`src/hdl/rlfs_pkg.sv`:
```
// Shared constants, types and helpers for the RGB LED frame store.
package rlfs_pkg;

  localparam int NUM_LEDS = 20;
  localparam int LED_AW   = (NUM_LEDS > 1) ? $clog2(NUM_LEDS) : 1;

  localparam logic [2:0] OP_BRIGHT = 3'd0;
  localparam logic [2:0] OP_COLOUR = 3'd1;
  localparam logic [2:0] OP_ON     = 3'd2;
  localparam logic [2:0] OP_OFF    = 3'd3;
  localparam logic [2:0] OP_FLUSH  = 3'd4;

  localparam logic [7:0] LED_HEADER = 8'hE0;
  localparam logic [4:0] LEVEL_MAX  = 5'd31;
  localparam logic [8:0] Q_FULL     = 9'd256;
  localparam logic [7:0] LED_COUNT  = 8'(NUM_LEDS);

  typedef logic [LED_AW-1:0] led_addr_t;

  typedef struct packed {
    logic [4:0] remembered;
    logic [4:0] shown;
    logic       on;
    logic [7:0] red;
    logic [7:0] green;
    logic [7:0] blue;
  } led_entry_t;

  typedef struct packed {
    logic       rd_en;
    led_addr_t  rd_addr;
    logic       wr_en;
    led_addr_t  wr_addr;
    led_entry_t wr_data;
  } tbl_req_t;

  typedef struct packed {
    logic        load;
    logic [31:0] word;
    logic        last;
  } emit_t;

  function automatic logic [4:0] q_to_level(input logic [8:0] q);
    logic [13:0] prod;
    prod = 14'(q) * 14'(LEVEL_MAX);
    return prod[12:8];
  endfunction

endpackage

```
`src/hdl/rlfs_if.sv`:
```
// Valid/ready channel interfaces for the command input and the frame word output.
interface rlfs_in_if;
  logic       valid;
  logic       ready;
  logic [2:0] op;
  logic [7:0] led_index;
  logic [8:0] brightness_q;
  logic [7:0] red;
  logic [7:0] green;
  logic [7:0] blue;

  modport source(output valid, op, led_index, brightness_q, red, green, blue, input ready);
  modport sink(input valid, op, led_index, brightness_q, red, green, blue, output ready);
endinterface

interface rlfs_out_if;
  logic        valid;
  logic        ready;
  logic [31:0] frame_word;
  logic        last_word;

  modport source(output valid, frame_word, last_word, input ready);
  modport sink(input valid, frame_word, last_word, output ready);
endinterface

```
`src/hdl/rlfs_table.sv`:
```
// LED table memory with registered read and per-entry valid bits.
module rlfs_table import rlfs_pkg::*; (
  input  logic       clk,
  input  logic       rst_n,
  input  tbl_req_t   req,
  output led_entry_t rd_data
);

  led_entry_t            mem_r [NUM_LEDS];
  logic [NUM_LEDS-1:0]   valid_r;
  led_entry_t            rd_word_r;
  logic                  rd_hit_r;

  always_ff @(posedge clk) begin
    if (req.wr_en) begin
      mem_r[req.wr_addr] <= req.wr_data;
    end
    if (req.rd_en) begin
      rd_word_r <= mem_r[req.rd_addr];
    end
  end

  always_ff @(posedge clk) begin
    if (!rst_n) begin
      valid_r  <= '0;
      rd_hit_r <= 1'b0;
    end else begin
      if (req.wr_en) begin
        valid_r[req.wr_addr] <= 1'b1;
      end
      if (req.rd_en) begin
        rd_hit_r <= valid_r[req.rd_addr];
      end
    end
  end

  // never-written entries read as the reset value
  assign rd_data = rd_hit_r ? rd_word_r : '0;

endmodule

```
`src/hdl/rlfs_ctrl.sv`:
```
// Command sequencer: read-modify-write of table entries and frame flush.
module rlfs_ctrl import rlfs_pkg::*; (
  input  logic       clk,
  input  logic       rst_n,
  rlfs_in_if.sink    in_ch,
  input  led_entry_t rd_data,
  input  logic       out_free,
  output tbl_req_t   req,
  output emit_t      emit
);

  localparam logic [2:0] S_IDLE  = 3'd0;
  localparam logic [2:0] S_MOD   = 3'd1;
  localparam logic [2:0] S_START = 3'd2;
  localparam logic [2:0] S_SCAN  = 3'd3;
  localparam logic [2:0] S_END   = 3'd4;

  logic [2:0] state_r, state_nxt;
  led_addr_t  cnt_r, cnt_nxt;
  logic [2:0] op_r;
  led_addr_t  addr_r;
  logic [4:0] lvl_r;
  logic [7:0] red_r, green_r, blue_r;

  logic       accept;
  logic       in_range;
  logic       op_effective;
  led_entry_t entry;

  assign in_ch.ready  = (state_r == S_IDLE);
  assign accept       = in_ch.valid && in_ch.ready;
  assign in_range     = (in_ch.led_index < LED_COUNT);
  assign op_effective = (in_ch.op inside {OP_COLOUR, OP_ON, OP_OFF}) ||
                        ((in_ch.op == OP_BRIGHT) && (in_ch.brightness_q <= Q_FULL));

  always_comb begin
    state_nxt = state_r;
    cnt_nxt   = cnt_r;
    req       = '0;
    emit      = '0;
    entry     = rd_data;
    case (state_r)
      S_IDLE: begin
        if (accept) begin
          if (in_ch.op == OP_FLUSH) begin
            req.rd_en   = 1'b1;
            req.rd_addr = '0;
            cnt_nxt     = '0;
            state_nxt   = S_START;
          end else if (in_range && op_effective) begin
            req.rd_en   = 1'b1;
            req.rd_addr = led_addr_t'(in_ch.led_index);
            state_nxt   = S_MOD;
          end
        end
      end
      S_MOD: begin
        case (op_r)
          OP_BRIGHT: begin
            entry.remembered = lvl_r;
            if (entry.on) begin
              entry.shown = lvl_r;
            end
          end
          OP_COLOUR: begin
            entry.red   = red_r;
            entry.green = green_r;
            entry.blue  = blue_r;
          end
          OP_ON: begin
            entry.on    = 1'b1;
            entry.shown = entry.remembered;
          end
          OP_OFF: begin
            entry.on    = 1'b0;
            entry.shown = '0;
          end
          default: ;
        endcase
        req.wr_en   = 1'b1;
        req.wr_addr = addr_r;
        req.wr_data = entry;
        state_nxt   = S_IDLE;
      end
      S_START: begin
        if (out_free) begin
          emit.load = 1'b1;
          state_nxt = S_SCAN;
        end
      end
      S_SCAN: begin
        if (out_free) begin
          emit.load = 1'b1;
          emit.word = {LED_HEADER | {3'b000, rd_data.shown},
                       rd_data.blue, rd_data.green, rd_data.red};
          if (cnt_r == led_addr_t'(NUM_LEDS - 1)) begin
            state_nxt = S_END;
          end else begin
            cnt_nxt     = led_addr_t'(cnt_r + 1'b1);
            req.rd_en   = 1'b1;
            req.rd_addr = led_addr_t'(cnt_r + 1'b1);
          end
        end
      end
      S_END: begin
        if (out_free) begin
          emit.load = 1'b1;
          emit.last = 1'b1;
          state_nxt = S_IDLE;
        end
      end
      default: state_nxt = S_IDLE;
    endcase
  end

  always_ff @(posedge clk) begin
    if (!rst_n) begin
      state_r <= S_IDLE;
      cnt_r   <= '0;
    end else begin
      state_r <= state_nxt;
      cnt_r   <= cnt_nxt;
    end
  end

  // capture the command payload
  always_ff @(posedge clk) begin
    if (accept) begin
      op_r    <= in_ch.op;
      addr_r  <= led_addr_t'(in_ch.led_index);
      lvl_r   <= q_to_level(in_ch.brightness_q);
      red_r   <= in_ch.red;
      green_r <= in_ch.green;
      blue_r  <= in_ch.blue;
    end
  end

endmodule

```
`src/hdl/rgb_led_frame_store_unit.sv`:
```
// Set ops: a set command is accepted, then written back in the following cycle; ready returns after.
// Input: ready drops while a set op is written back; dropped ops leave ready high.
// Flush: NUM_LEDS + 2 words, one per cycle while the sink takes them; the start word is
// loaded into the output register from S_START, and input is held off until the end word is loaded.
// Reset: rst_n clears control and the table valid bits, so every LED reads as all zero.
module rgb_led_frame_store_unit import rlfs_pkg::*; (
  input  logic        clk,
  input  logic        rst_n,
  rlfs_in_if.sink     in_ch,
  rlfs_out_if.source  out_ch
);

  tbl_req_t    req;
  led_entry_t  rd_data;
  emit_t       emit;
  logic        out_free;
  logic        out_valid_r;
  logic [31:0] out_word_r;
  logic        out_last_r;

  rlfs_table u_table (
    .clk     (clk),
    .rst_n   (rst_n),
    .req     (req),
    .rd_data (rd_data)
  );

  rlfs_ctrl u_ctrl (
    .clk      (clk),
    .rst_n    (rst_n),
    .in_ch    (in_ch),
    .rd_data  (rd_data),
    .out_free (out_free),
    .req      (req),
    .emit     (emit)
  );

  assign out_free = !out_valid_r || out_ch.ready;

  always_ff @(posedge clk) begin
    if (!rst_n) begin
      out_valid_r <= 1'b0;
    end else if (emit.load) begin
      out_valid_r <= 1'b1;
    end else if (out_ch.ready) begin
      out_valid_r <= 1'b0;
    end
  end

  always_ff @(posedge clk) begin
    if (emit.load) begin
      out_word_r <= emit.word;
      out_last_r <= emit.last;
    end
  end

  assign out_ch.valid      = out_valid_r;
  assign out_ch.frame_word = out_word_r;
  assign out_ch.last_word  = out_last_r;

`ifndef SYNTHESIS
  a_load_when_free: assert property (@(posedge clk) disable iff (!rst_n)
    emit.load |-> out_free)
    else $error("frame word loaded over an untaken word");

  a_last_is_zero: assert property (@(posedge clk) disable iff (!rst_n)
    out_ch.valid && out_ch.last_word |-> out_ch.frame_word == 32'd0)
    else $error("end word is not zero");

  a_flush_blocks_input: assert property (@(posedge clk) disable iff (!rst_n)
    in_ch.valid && in_ch.ready && in_ch.op == OP_FLUSH |=> !in_ch.ready)
    else $error("input taken during flush");

  a_no_rw_overlap: assert property (@(posedge clk) disable iff (!rst_n)
    req.wr_en |-> !req.rd_en && !emit.load)
    else $error("table write overlaps a read or emit");
`endif

endmodule

```
`src/flat_wrapper.sv`:
```
// flat-port wrapper written by rule: the top's interface ports become plain ports
module rgb_led_frame_store_unit_flat import rlfs_pkg::*;
  (clk, rst_n, in_ch_valid, in_ch_op, in_ch_led_index, in_ch_brightness_q, in_ch_red, in_ch_green, in_ch_blue, in_ch_ready, out_ch_valid, out_ch_frame_word, out_ch_last_word, out_ch_ready);
  rlfs_in_if in_ch_i ();
  rlfs_out_if out_ch_i ();
  input  logic clk;
  input  logic rst_n;
  input wire logic [$bits(in_ch_i.valid)-1:0] in_ch_valid;
  input wire logic [$bits(in_ch_i.op)-1:0] in_ch_op;
  input wire logic [$bits(in_ch_i.led_index)-1:0] in_ch_led_index;
  input wire logic [$bits(in_ch_i.brightness_q)-1:0] in_ch_brightness_q;
  input wire logic [$bits(in_ch_i.red)-1:0] in_ch_red;
  input wire logic [$bits(in_ch_i.green)-1:0] in_ch_green;
  input wire logic [$bits(in_ch_i.blue)-1:0] in_ch_blue;
  output wire logic [$bits(in_ch_i.ready)-1:0] in_ch_ready;
  output wire logic [$bits(out_ch_i.valid)-1:0] out_ch_valid;
  output wire logic [$bits(out_ch_i.frame_word)-1:0] out_ch_frame_word;
  output wire logic [$bits(out_ch_i.last_word)-1:0] out_ch_last_word;
  input wire logic [$bits(out_ch_i.ready)-1:0] out_ch_ready;
  assign in_ch_i.valid = in_ch_valid;
  assign in_ch_i.op = in_ch_op;
  assign in_ch_i.led_index = in_ch_led_index;
  assign in_ch_i.brightness_q = in_ch_brightness_q;
  assign in_ch_i.red = in_ch_red;
  assign in_ch_i.green = in_ch_green;
  assign in_ch_i.blue = in_ch_blue;
  assign in_ch_ready = in_ch_i.ready;
  assign out_ch_valid = out_ch_i.valid;
  assign out_ch_frame_word = out_ch_i.frame_word;
  assign out_ch_last_word = out_ch_i.last_word;
  assign out_ch_i.ready = out_ch_ready;
  rgb_led_frame_store_unit u_core (.clk(clk), .rst_n(rst_n), .in_ch(in_ch_i), .out_ch(out_ch_i));
endmodule
```
`config.mk`:
```
export PLATFORM = sky130hd
export DESIGN_NAME = rgb_led_frame_store_unit_flat
export DESIGN_NICKNAME = d
export VERILOG_FILES = /design/src/hdl/rlfs_pkg.sv /design/src/hdl/rlfs_if.sv /design/src/hdl/rlfs_table.sv /design/src/hdl/rlfs_ctrl.sv /design/src/hdl/rgb_led_frame_store_unit.sv /design/src/flat_wrapper.sv
export SDC_FILE = /design/constraint.sdc
export NUM_CORES = 1
export LEC_CHECK = 0
export BUFFER_PORTS_ARGS = -buffer_cell sky130_fd_sc_hd__buf_2
export CAP_MARGIN = 40
export CELL_PAD_IN_SITES_DETAIL_PLACEMENT = 1
export CELL_PAD_IN_SITES_GLOBAL_PLACEMENT = 2
export CORE_ASPECT_RATIO = 0.6
export CORE_MARGIN = 2
export CORE_UTILIZATION = 41
export DETAILED_ROUTE_END_ITERATION = 8
export PLACE_DENSITY_LB_ADDON = 0.08
export RECOVER_POWER = 25
export SLEW_MARGIN = 20
export SYNTH_ARGS = -nofsm -noshare
export SYNTH_HDL_FRONTEND = slang
export SYNTH_SLANG_ARGS = --single-unit
```
`constraint.sdc`:
```
create_clock -name clk -period 4.2 [get_ports clk]
set_input_delay 0.84 -clock clk [delete_from_list [all_inputs] [get_ports clk]]
set_output_delay 0.84 -clock clk [all_outputs]
set_load 0.02 [all_outputs]
```
==> results.sh, run 1 <==
export IMPL_netlist_instances=2445
export IMPL_first_iter_violations=1737
export IMPL_synth_most_common_cell="edfxtp_1"
export IMPL_cap_violations=2
export IMPL_fin_crit_sh=0.865
export IMPL_yosysTopAreaCell="edfxtp_1"
export IMPL_cp_max_fo=3
export IMPL_core_um2=81600
export IMPL_synth_edf_count=803
export IMPL_cts_setup_buffers=0
export IMPL_hpwlAfterDp_um=58900
export IMPL_leakage_nw=13.0
export IMPL_cts_buffer_depth=3
export IMPL_seqPwrFrac=0.531
export IMPL_ys_ff_latch=833
export IMPL_overflow=0
export IMPL_ys_top_cells_by_count="edfxtp_1 (803), nand2_1 (507), nand3_1 (276)"
export IMPL_worstSetupStartpointType="primary input"
export IMPL_setup_worst_path_end_class="register"
export IMPL_antenna_left=0
export IMPL_antenna_found_initial=0
export IMPL_fp_dieW_um=375
export IMPL_yosysSeqAreaShare=0.730
export IMPL_drc=0
export IMPL_grt_use_met3=0.0430
export IMPL_ir_drop_v=0.000398
export IMPL_final_fill_count=8057
export IMPL_clock_root_buffer="clkbuf_16"
export IMPL_wirelength_um=105000
export IMPL_fin_setup_tns_ns=0
export IMPL_slew_viol_final=53
export IMPL_vias=21300
export IMPL_insertion_delay_ns=0.67
export IMPL_port_buffers=82
export IMPL_min_delay_path_depth=1
export IMPL_timing_final_crit_period_ns=3.63
export IMPL_nNetsFinal=2708
export IMPL_worstHoldPathType="primary input to register"
export IMPL_h_tree_depth=3
export IMPL_path_class="primary input to register"
export IMPL_finalClockSkew_ns=0.0240
export IMPL_ctsHoldBuffers=0
export IMPL_synth_flop_cell="edfxtp_1"
export IMPL_hold_violations=0
export IMPL_place_congestion=0.776
export IMPL_yosys_warnings=0
export IMPL_switchingPower_mw=3.65
export IMPL_p_int_mw=13.6
export IMPL_swShare=0.212
export IMPL_synth_area_um2=33900
export IMPL_multi_input_area_um2=8450
export IMPL_wl_per_cell_um=28.1
export IMPL_setup_slack_ns=0.566
export IMPL_fin_area_um2=39400
export IMPL_hp_start="in_ch_red[2]"
export IMPL_rsz0062_at_grt="no"
export IMPL_clkSlewWorstSetupHoldPaths_ns=0.06
export IMPL_outcome="finished with violations"
export IMPL_combPwrFrac=0.036
export IMPL_setup_viol=0
export IMPL_preCtsSetupSlack_ns=-0.127
export IMPL_io_pins=83
export IMPL_violations="max-capacitance violations, max-slew violations"
export IMPL_initial_core_util=0.415
export IMPL_layout_drive_gt1_share=0.123
export IMPL_critPathArrivalTime_ns=4.05
export IMPL_worstRegToRegCells=4
export IMPL_row_count=81
export IMPL_syn_to_final_growth_pct=16.3
export IMPL_cts_resized=0
export IMPL_met1_usage=0.365
export IMPL_cts_tree="done"
export IMPL_rrSetupSlack_ns=0.69
export IMPL_syn_area_per_cell_um2=13.8
export IMPL_async_reset_ff_frac=0
export IMPL_synth_top_area_frac=0.712
export IMPL_max_slew_margin=-0.477
export IMPL_fmax_mhz=275
export IMPL_r2r_start="u_core.u_ctrl.state_r[0]$_SDFFE_PN0P_"
export IMPL_grt_pass1_vias=21700
export IMPL_cts_sinks=833
export IMPL_via_per_inst=5.67
export IMPL_r2r_end="u_core.out_ch.frame_word[18]$_SDFFCE_PN0P_"
export IMPL_yosysUniqueCellTypes=64
export IMPL_dpl_instance_area_um2=36900
export IMPL_yosys_top_cells_area="edfxtp_1 (71%), nand2_1 (5.6%), mux2i_1 (4.3%), nand3_1 (4.1%), dfxtp_1 (1.8%)"
export IMPL_dr_pass1_iters=5
export IMPL_regArea_um2=24700
export IMPL_cts_buffers=82
export IMPL_whs_endpoint="u_core.u_ctrl.red_r[2]$_DFFE_PP_"
export IMPL_busiest_layer="met2"
export IMPL_grt_use_met2=0.393
export IMPL_track_usage=0.250
export IMPL_synthesis_nets=2535
export IMPL_grt_max_degree=145
export IMPL_worstPathRequired_ns=4.62
export IMPL_die_h_um=227
export IMPL_pwr_density_cell_nw_per_um2=438
export IMPL_clkPwrFrac=0.434
export IMPL_die_area_um2=85000
export IMPL_grt_pass1_wl_um=152000
export IMPL_tightest_slew_ns=2.22
logic make-up after synthesis:
family	Yosys count	share of synthesized area
multiplexers	147	0.0435
buffers and inverters	186	0.0262
XOR/XNOR	7	0.00181
AND/OR/NAND/NOR	956	0.124
flip-flops	833	0.730
AO/OA/AOI/OAI	274	0.0550
adder cells (fa/ha/maj)	42	0.0197
worst max path at each step:
stage	startpoint	to	slack, ns	cells after the start
after floorplan	in_ch_brightness_q[3]	u_core.u_ctrl.lvl_r[4]$_DFFE_PP_	0.16	14
after global placement	in_ch_brightness_q[2]	u_core.u_ctrl.lvl_r[4]$_DFFE_PP_	-0.12	15
after detailed placement	in_ch_brightness_q[0]	u_core.u_ctrl.lvl_r[4]$_DFFE_PP_	-0.13	13
after CTS	in_ch_brightness_q[2]	u_core.u_ctrl.lvl_r[4]$_DFFE_PP_	0.60	15
after global routing	in_ch_brightness_q[2]	u_core.u_ctrl.lvl_r[4]$_DFFE_PP_	0.45	15
final	in_ch_brightness_q[2]	u_core.u_ctrl.lvl_r[4]$_DFFE_PP_	0.57	15
layout make-up:
class	count	area share
well taps	1079	0.0343
diodes	1	0.0000636
repair buffers	236	0.0523
multi-input cells	1426	0.215
inverters	39	0.00372
clock buffers	101	0.0555
clock inverters	39	0.0115
flip-flops and latches	833	0.628
routing by layer:
layer / wire, um / share of wire
met1: 49900 / 0.47
met4: 1730 / 0.016
met2: 47800 / 0.45
met3: 5910 / 0.056
met5: 0 / 0
per-stage QoR:
stage                     utilization  instances  hold WS, ns  total power [mW]
after floorplan                     -       2445        0.440              9.69
after global placement          0.449       3601        0.449              9.93
after detailed placement        0.452       3612        0.459              9.94
after CTS                       0.484       3752        0.308              17.4
after global routing            0.482       3753        0.317              17.8
final                           0.483       3754        0.353              17.2
power groups by stage:
stage	clock (mW)	sequential, mW	combinational (mW)
floorplan	0	9.30	0.389
global placement	0	9.32	0.612
detailed placement	0	9.32	0.626
CTS	7.60	9.14	0.631
global route	7.93	9.14	0.696
finish	7.47	9.14	0.614
worst max-delay path, stage by stage:
cell and delay [ns]:
buf_2 0.11, inv_1 0.10, fa_1 0.54, inv_1 0.05
fa_1 0.47, inv_1 0.05, fa_1 0.47, inv_1 0.04
ha_1 0.26, nor3_1 0.19, nor2_1 0.10, a311o_1 0.38
a21o_1 0.19, a21oi_1 0.18, xnor2_1 0.08
state kept, by name, summed over array words and instances, names as in the netlist:
name / cells
u_core.out_ch.frame_word: 30
u_core.out_ch.last_word: 1
u_core.out_ch.valid: 1
u_core.u_ctrl.addr_r: 5
u_core.u_ctrl.blue_r: 8
u_core.u_ctrl.cnt_r: 5
u_core.u_ctrl.green_r: 8
u_core.u_ctrl.lvl_r: 5
u_core.u_ctrl.op_r: 3
u_core.u_ctrl.red_r: 8
u_core.u_ctrl.state_r: 3
u_core.u_table.mem_r: 700
u_core.u_table.rd_hit_r: 1
u_core.u_table.rd_word_r: 35
u_core.u_table.valid_r: 20
cell usage in the layout, fill, tap and decap left out, types with 29 or more instances in the layout:
cell type | synthesis | final
buf_2 | 54 | 39
a32oi_1 | 34 | 34
edfxtp_1 | 803 | 803
buf_12 | 0 | 43
o2111ai_1 | 33 | 33
clkbuf_16 | 0 | 84
dfxtp_1 | 30 | 29
mux2i_1 | 147 | 147
clkbuf_1 | 70 | 76
nand3_1 | 276 | 276
a22oi_1 | 41 | 41
and3_1 | 33 | 33
buf_4 | 10 | 88
inv_1 | 38 | 38
nand2_1 | 507 | 506
a21oi_1 | 118 | 116
nor2_1 | 89 | 71
Power figures use the tool's default switching activity.
==> run 2: changes to the inputs <==
--- a/config.mk
+++ b/config.mk
@@ -11,11 +11,12 @@
 export CELL_PAD_IN_SITES_GLOBAL_PLACEMENT = 2
 export CORE_ASPECT_RATIO = 0.6
 export CORE_MARGIN = 2
-export CORE_UTILIZATION = 41
+export CORE_UTILIZATION = 43
 export DETAILED_ROUTE_END_ITERATION = 8
 export PLACE_DENSITY_LB_ADDON = 0.08
 export RECOVER_POWER = 25
 export SLEW_MARGIN = 20
 export SYNTH_ARGS = -nofsm -noshare
 export SYNTH_HDL_FRONTEND = slang
+export SYNTH_HIERARCHICAL = 1
 export SYNTH_SLANG_ARGS = --single-unit
==> results.sh, run 2 <==
export IMPL_outcome="finished with violations"
export IMPL_violations="max-capacitance violations, max-slew violations"
export IMPL_max_slew_margin=-0.572
export IMPL_port_buffers=82
export IMPL_yosys_warnings=6
export IMPL_slew_viol_final=72
export IMPL_dr_pass1_iters=5
export IMPL_worstPathCellList="nor3_1 > nand2_1 > inv_1 > clkbuf_1 > clkbuf_2"
export IMPL_worstHoldPathType="primary input to register"
export IMPL_dr_wl_met3_um=5440
export IMPL_nNetsFinal=2175
export IMPL_rsz0062_at_grt="no"
export IMPL_leakage_nw=13.4
export IMPL_hp_start="in_ch_blue[1]"
export IMPL_ys_top_cells_by_count="edfxtp_1 (805), mux2i_1 (139), mux4_2 (92)"
export IMPL_path_class="register to register"
export IMPL_synth_most_common_cell="edfxtp_1"
export IMPL_yosys_top_cells_area="edfxtp_1 (72%), mux4_2 (6.2%), mux2i_1 (4.2%), dfxtp_1 (1.8%), mux4_1 (1.4%)"
export IMPL_fin_cells=3200
export IMPL_tightest_slew_ns=2.36
export IMPL_antenna_left=0
export IMPL_synth_area_um2=33500
export IMPL_met1_length_um=45200
export IMPL_yosysTopAreaCell="edfxtp_1"
export IMPL_clkSlewWorstSetupHoldPaths_ns=0.06
export IMPL_final_cell_mix="edfxtp_1 (805), mux2i_1 (139), buf_4 (122), mux4_2 (92)"
export IMPL_layout_commonest_cell="edfxtp_1"
export IMPL_fmax_mhz=272
export IMPL_row_count=79
export IMPL_top_register="u_core/u_table/mem_r"
export IMPL_ctsHoldBuffers=0
export IMPL_overflow=0
export IMPL_fp_dieW_um=364
export IMPL_place_congestion=0.768
export IMPL_wl_per_cell_um=29.1
export IMPL_synth_flop_cell="edfxtp_1"
export IMPL_timing_final_crit_period_ns=3.67
export IMPL_fin_area_um2=39100
export IMPL_setup_viol=0
export IMPL_grt_pass1_vias=18500
export IMPL_fin_setup_tns_ns=0
export IMPL_synth_top_area_frac=0.722
export IMPL_cts_resized=0
export IMPL_finalClockSkew_ns=0.0218
export IMPL_max_stage_delay_ns=1.09
export IMPL_wirelength_um=93200
export IMPL_ir_drop_v=0.000330
export IMPL_netlist_instances=1841
export IMPL_pwr_density_cell_nw_per_um2=439
export IMPL_clock_root_buffer="clkbuf_16"
export IMPL_hpwlAfterDp_um=53400
export IMPL_cts_buffer_depth=3
export IMPL_vias=18100
export IMPL_crit_path_start="u_core/u_ctrl/state_r[1]$_SDFFE_PN0P_"
export IMPL_grt_max_degree=38
export IMPL_track_usage=0.238
export IMPL_layout_drive_gt1_share=0.209
export IMPL_synth_edf_count=805
export IMPL_largest_reg_flops=700
export IMPL_dpl_instance_area_um2=36700
export IMPL_critPathArrivalTime_ns=3.98
export IMPL_ys_ff_latch=835
export IMPL_yosysSeqAreaShare=0.740
export IMPL_syn_to_final_growth_pct=16.8
export IMPL_cap_violations=2
export IMPL_cts_setup_buffers=0
export IMPL_worstPathRequired_ns=4.51
export IMPL_regArea_um2=24800
export IMPL_multi_input_area_um2=8020
export IMPL_initial_core_util=0.433
export IMPL_cpMaxStageDelayCell="clkbuf_1"
export IMPL_preCtsSetupSlack_ns=-0.205
export IMPL_syn_area_per_cell_um2=18.2
export IMPL_yosysUniqueCellTypes=72
export IMPL_insertion_delay_ns=0.66
export IMPL_core_um2=77300
export IMPL_fin_crit_sh=0.875
export IMPL_r2r_start="u_core/u_ctrl/state_r[1]$_SDFFE_PN0P_"
export IMPL_met2RoutedLength_um=40700
export IMPL_final_fill_count=7162
export IMPL_worstSetupStartpointType="register"
export IMPL_hold_violations=0
export IMPL_via_per_inst=5.64
export IMPL_h_tree_depth=3
export IMPL_io_pins=83
export IMPL_die_area_um2=80200
export IMPL_cts_buffers=80
export IMPL_first_iter_violations=1793
export IMPL_die_h_um=220
export IMPL_cp_max_fo=17
export IMPL_hold_ws_ns=0.357
export IMPL_placedCellCount=3054
export IMPL_setup_worst_path_end_class="register"
export IMPL_cts_tree="done"
export IMPL_antenna_found_initial=0
export IMPL_setup_slack_ns=0.526
export IMPL_drc=0
export IMPL_async_reset_ff_frac=0
export IMPL_cts_sinks=835
export IMPL_grt_pass1_wl_um=134000
export IMPL_highest_layer="met4"
export IMPL_synthesis_nets=1931
==> run 2: path summary, 6_finish.rpt <==
kind | endpoint | slack (ns) | depth (start not counted)
worst max-delay path | u_core/u_ctrl/blue_r[4]$_DFFE_PP_ | 0.53 | 5
worst min-delay path | u_core/u_ctrl/blue_r[1]$_DFFE_PP_ | 0.36 | 1
worst max register to register | u_core/u_ctrl/blue_r[4]$_DFFE_PP_ | 0.53 | 5
worst min register to register | u_core/u_table/valid_r[14]$_SDFFE_PN0P_ | 0.46 | 1
==> run 2: worst max-delay path: cells and delay by family, from the launching register on <==
family                 cells  cell delay (ns)
flip-flops                 1             0.43
AND/OR/NAND/NOR            2             0.77
buffers and inverters      3             2.10
==> run 2: routing by layer <==
| layer | vias up | GRT usage |
|---|---|---|
| met3 | 125 | 0.0383 |
| met1 | 9596 | 0.369 |
| met2 | 550 | 0.352 |
| li1 | 7787 | - |
| met5 | - | 0 |
| met4 | 0 | 0.0562 |
==> run 2: kinds of logic (layout without fill, tap and decap cells) <==
logic type | after synthesis | after routing | share of synthesized area
DFF | 835 | 835 | 0.740
and+or+nand+nor | 269 | 269 | 0.0440
AOI/OAI and AO/OA | 253 | 253 | 0.0492
muxes | 251 | 251 | 0.118
buffers and inverters | 181 | 486 | 0.0258
adders and majority gates | 42 | 42 | 0.0200
xor gates and xnor gates | 10 | 10 | 0.00262
other | 0 | 1 | 0
==> run 2: through the flow <==
step,util,power [mW]
2_1_floorplan,-,9.78
3_3_place_gp,0.473,10.1
3_5_place_dp,0.474,10.1
4_1_cts,0.508,17.3
5_1_grt,0.506,17.7
6_report,0.506,17.2
==> run 2: final cells by class <==
cell class | instances | share of cell area
clock inverter | 41 | 0.0103
sequential | 835 | 0.634
multi-input combinational | 825 | 0.205
inverter | 84 | 0.00807
timing repair buffer | 259 | 0.0533
clock buffer | 102 | 0.0558
tap | 1053 | 0.0337
antenna | 1 | 0.0000640
==> run 2: where the power goes <==
group          internal (mW)  switching, mW  total (mW)
combinational          0.276          0.455       0.732
clock                   4.11           3.15        7.26
sequential              9.13         0.0357        9.17
total                   13.5           3.65        17.2
==> run 3: changes to the inputs <==
--- a/config.mk
+++ b/config.mk
@@ -11,7 +11,7 @@
 export CELL_PAD_IN_SITES_GLOBAL_PLACEMENT = 2
 export CORE_ASPECT_RATIO = 0.6
 export CORE_MARGIN = 2
-export CORE_UTILIZATION = 43
+export CORE_UTILIZATION = 40
 export DETAILED_ROUTE_END_ITERATION = 8
 export PLACE_DENSITY_LB_ADDON = 0.08
 export RECOVER_POWER = 25
==> results.sh, run 3 (same netlist as run 2, synthesis figures left out) <==
export IMPL_outcome="finished with violations"
export IMPL_violations="max-capacitance violations, max-slew violations"
export IMPL_top_register="u_core/u_table/mem_r"
export IMPL_hpwlAfterDp_um=53800
export IMPL_path_common_cell="buf_12"
export IMPL_max_slew_margin=-0.626
export IMPL_core_um2=83200
export IMPL_critical_path_top_delay_family="simple AND/OR/NAND/NOR gates"
export IMPL_max_stage_delay_ns=0.56
export IMPL_cap_violations=2
export IMPL_swShare=0.218
export IMPL_layout_commonest_cell="edfxtp_1"
export IMPL_via_per_inst=5.43
export IMPL_p_int_mw=13.2
export IMPL_antenna_found_initial=3
export IMPL_preCtsSetupSlack_ns=-0.275
export IMPL_track_usage=0.221
export IMPL_h_tree_depth=3
export IMPL_cts_tree="done"
export IMPL_clock_root_buffer="clkbuf_16"
export IMPL_first_iter_violations=1443
export IMPL_die_area_um2=86100
export IMPL_worstPathRequired_ns=4.56
export IMPL_setup_slack_ns=0.430
export IMPL_combPwrFrac=0.043
export IMPL_final_cell_mix="edfxtp_1 (805), mux2i_1 (139), buf_4 (129), mux4_2 (92), inv_1 (84)"
export IMPL_insertion_delay_ns=0.67
export IMPL_cts_setup_buffers=0
export IMPL_cts_sinks=835
export IMPL_cts_resized=0
export IMPL_antenna_left=0
export IMPL_critPathArrivalTime_ns=4.13
export IMPL_worstPathCellList="buf_2 > inv_1 > buf_4 > ha_1 > and4_1 > o311ai_1 > nor3_2 > o2bb2ai_4 > buf_12 > buf_12 > mux4_1 > a22o_1 > nor4_1 > a21oi_1"
export IMPL_cts_buffers=80
export IMPL_row_count=82
export IMPL_pwr_density_cell_nw_per_um2=427
export IMPL_die_h_um=228
export IMPL_fin_crit_sh=0.898
export IMPL_wl_per_cell_um=28.3
export IMPL_leakage_nw=13.5
export IMPL_n_antenna_cell=0
export IMPL_port_buffers=82
export IMPL_initial_core_util=0.402
export IMPL_worstSetupStartpointType="primary input"
export IMPL_timing_final_crit_period_ns=3.77
export IMPL_path_class="primary input to register"
export IMPL_worstHoldPathType="primary input to register"
export IMPL_grt_pass1_vias=18600
export IMPL_final_util=0.474
export IMPL_ctsHoldBuffers=0
export IMPL_nNetsFinal=2196
export IMPL_setup_worst_path_end_class="register"
export IMPL_cts_buffer_depth=3
export IMPL_tightest_slew_ns=2.44
export IMPL_cpMaxStageDelayCell="mux4_1"
export IMPL_ir_drop_v=0.000306
export IMPL_rsz0062_at_grt="no"
export IMPL_cp_max_fo=8
export IMPL_clkSlewWorstSetupHoldPaths_ns=0.06
export IMPL_drc=0
export IMPL_fp_dieW_um=377
export IMPL_largest_reg_flops=700
export IMPL_grt_pass1_wl_um=135000
export IMPL_fin_setup_tns_ns=0
export IMPL_p_total_mw=16.8
export IMPL_finalClockSkew_ns=0.0137
export IMPL_syn_to_final_growth_pct=17.8
export IMPL_vias=17900
export IMPL_wirelength_um=93600
export IMPL_place_congestion=0.760
export IMPL_overflow=0
export IMPL_grt_max_degree=38
export IMPL_setup_viol=0
export IMPL_layout_drive_gt1_share=0.214
export IMPL_crit_buf_inv=5
export IMPL_hold_violations=0
export IMPL_io_pins=83
export IMPL_fmax_mhz=265
export IMPL_seqPwrFrac=0.545
export IMPL_slew_viol_final=44
export IMPL_dr_pass1_iters=5
export IMPL_switchingPower_mw=3.66
export IMPL_clkPwrFrac=0.412
-- run 3: final timing paths --
path                                                        startpoint                                endpoint  slack, ns  cells after the start
worst min-delay path                                      in_ch_red[5]        u_core/u_ctrl/red_r[5]$_DFFE_PP_       0.35                      1
worst max register to register     u_core/u_ctrl/cnt_r[0]$_SDFFE_PN0P_  u_core/u_table/rd_word_r[25]$_DFFE_PP_       0.46                      9
worst max-delay path                             in_ch_brightness_q[1]  u_core/u_table/rd_word_r[25]$_DFFE_PP_       0.43                     14
worst min register to register  u_core/u_table/valid_r[5]$_SDFFE_PN0P_  u_core/u_table/valid_r[5]$_SDFFE_PN0P_       0.47                      1
-- run 3: layout make-up --
| type | instances | area, um^2 |
|---|---|---|
| clock inverters | 39 | 284 |
| flip-flops and latches | 835 | 24800 |
| clock buffers | 106 | 2150 |
| well taps | 1134 | 1420 |
| repair buffers | 280 | 2460 |
| inverters | 84 | 315 |
| multi-input cells | 825 | 8030 |
| fillers | 7784 | 43800 |
-- run 3: metrics by stage --
stage                     hold slack [ns]  area (um^2)  std cells
after floorplan                     0.435        33500       1841
after global placement              0.442        37000       3152
after detailed placement            0.453        37200       3158
after CTS                           0.289        39600       3303
after global routing                0.300        39400       3303
final                               0.346        39400       3303
-- run 3: metal layers --
metal	track usage	part of all wire	up-vias
met4	0.0459	0.016	0
li1	-	-	7830
met1	0.353	0.51	9621
met5	0	0	-
met3	0.0349	0.046	105
met2	0.319	0.43	383
-- run 3: power by group through the flow --
stage	logic (mW)	clock network (mW)	registers [mW]
CTS	0.750	7.13	9.17
global placement	0.729	0	9.35
global route	0.825	7.39	9.17
detailed placement	0.745	0	9.35
finish	0.731	6.93	9.17
floorplan	0.440	0	9.34
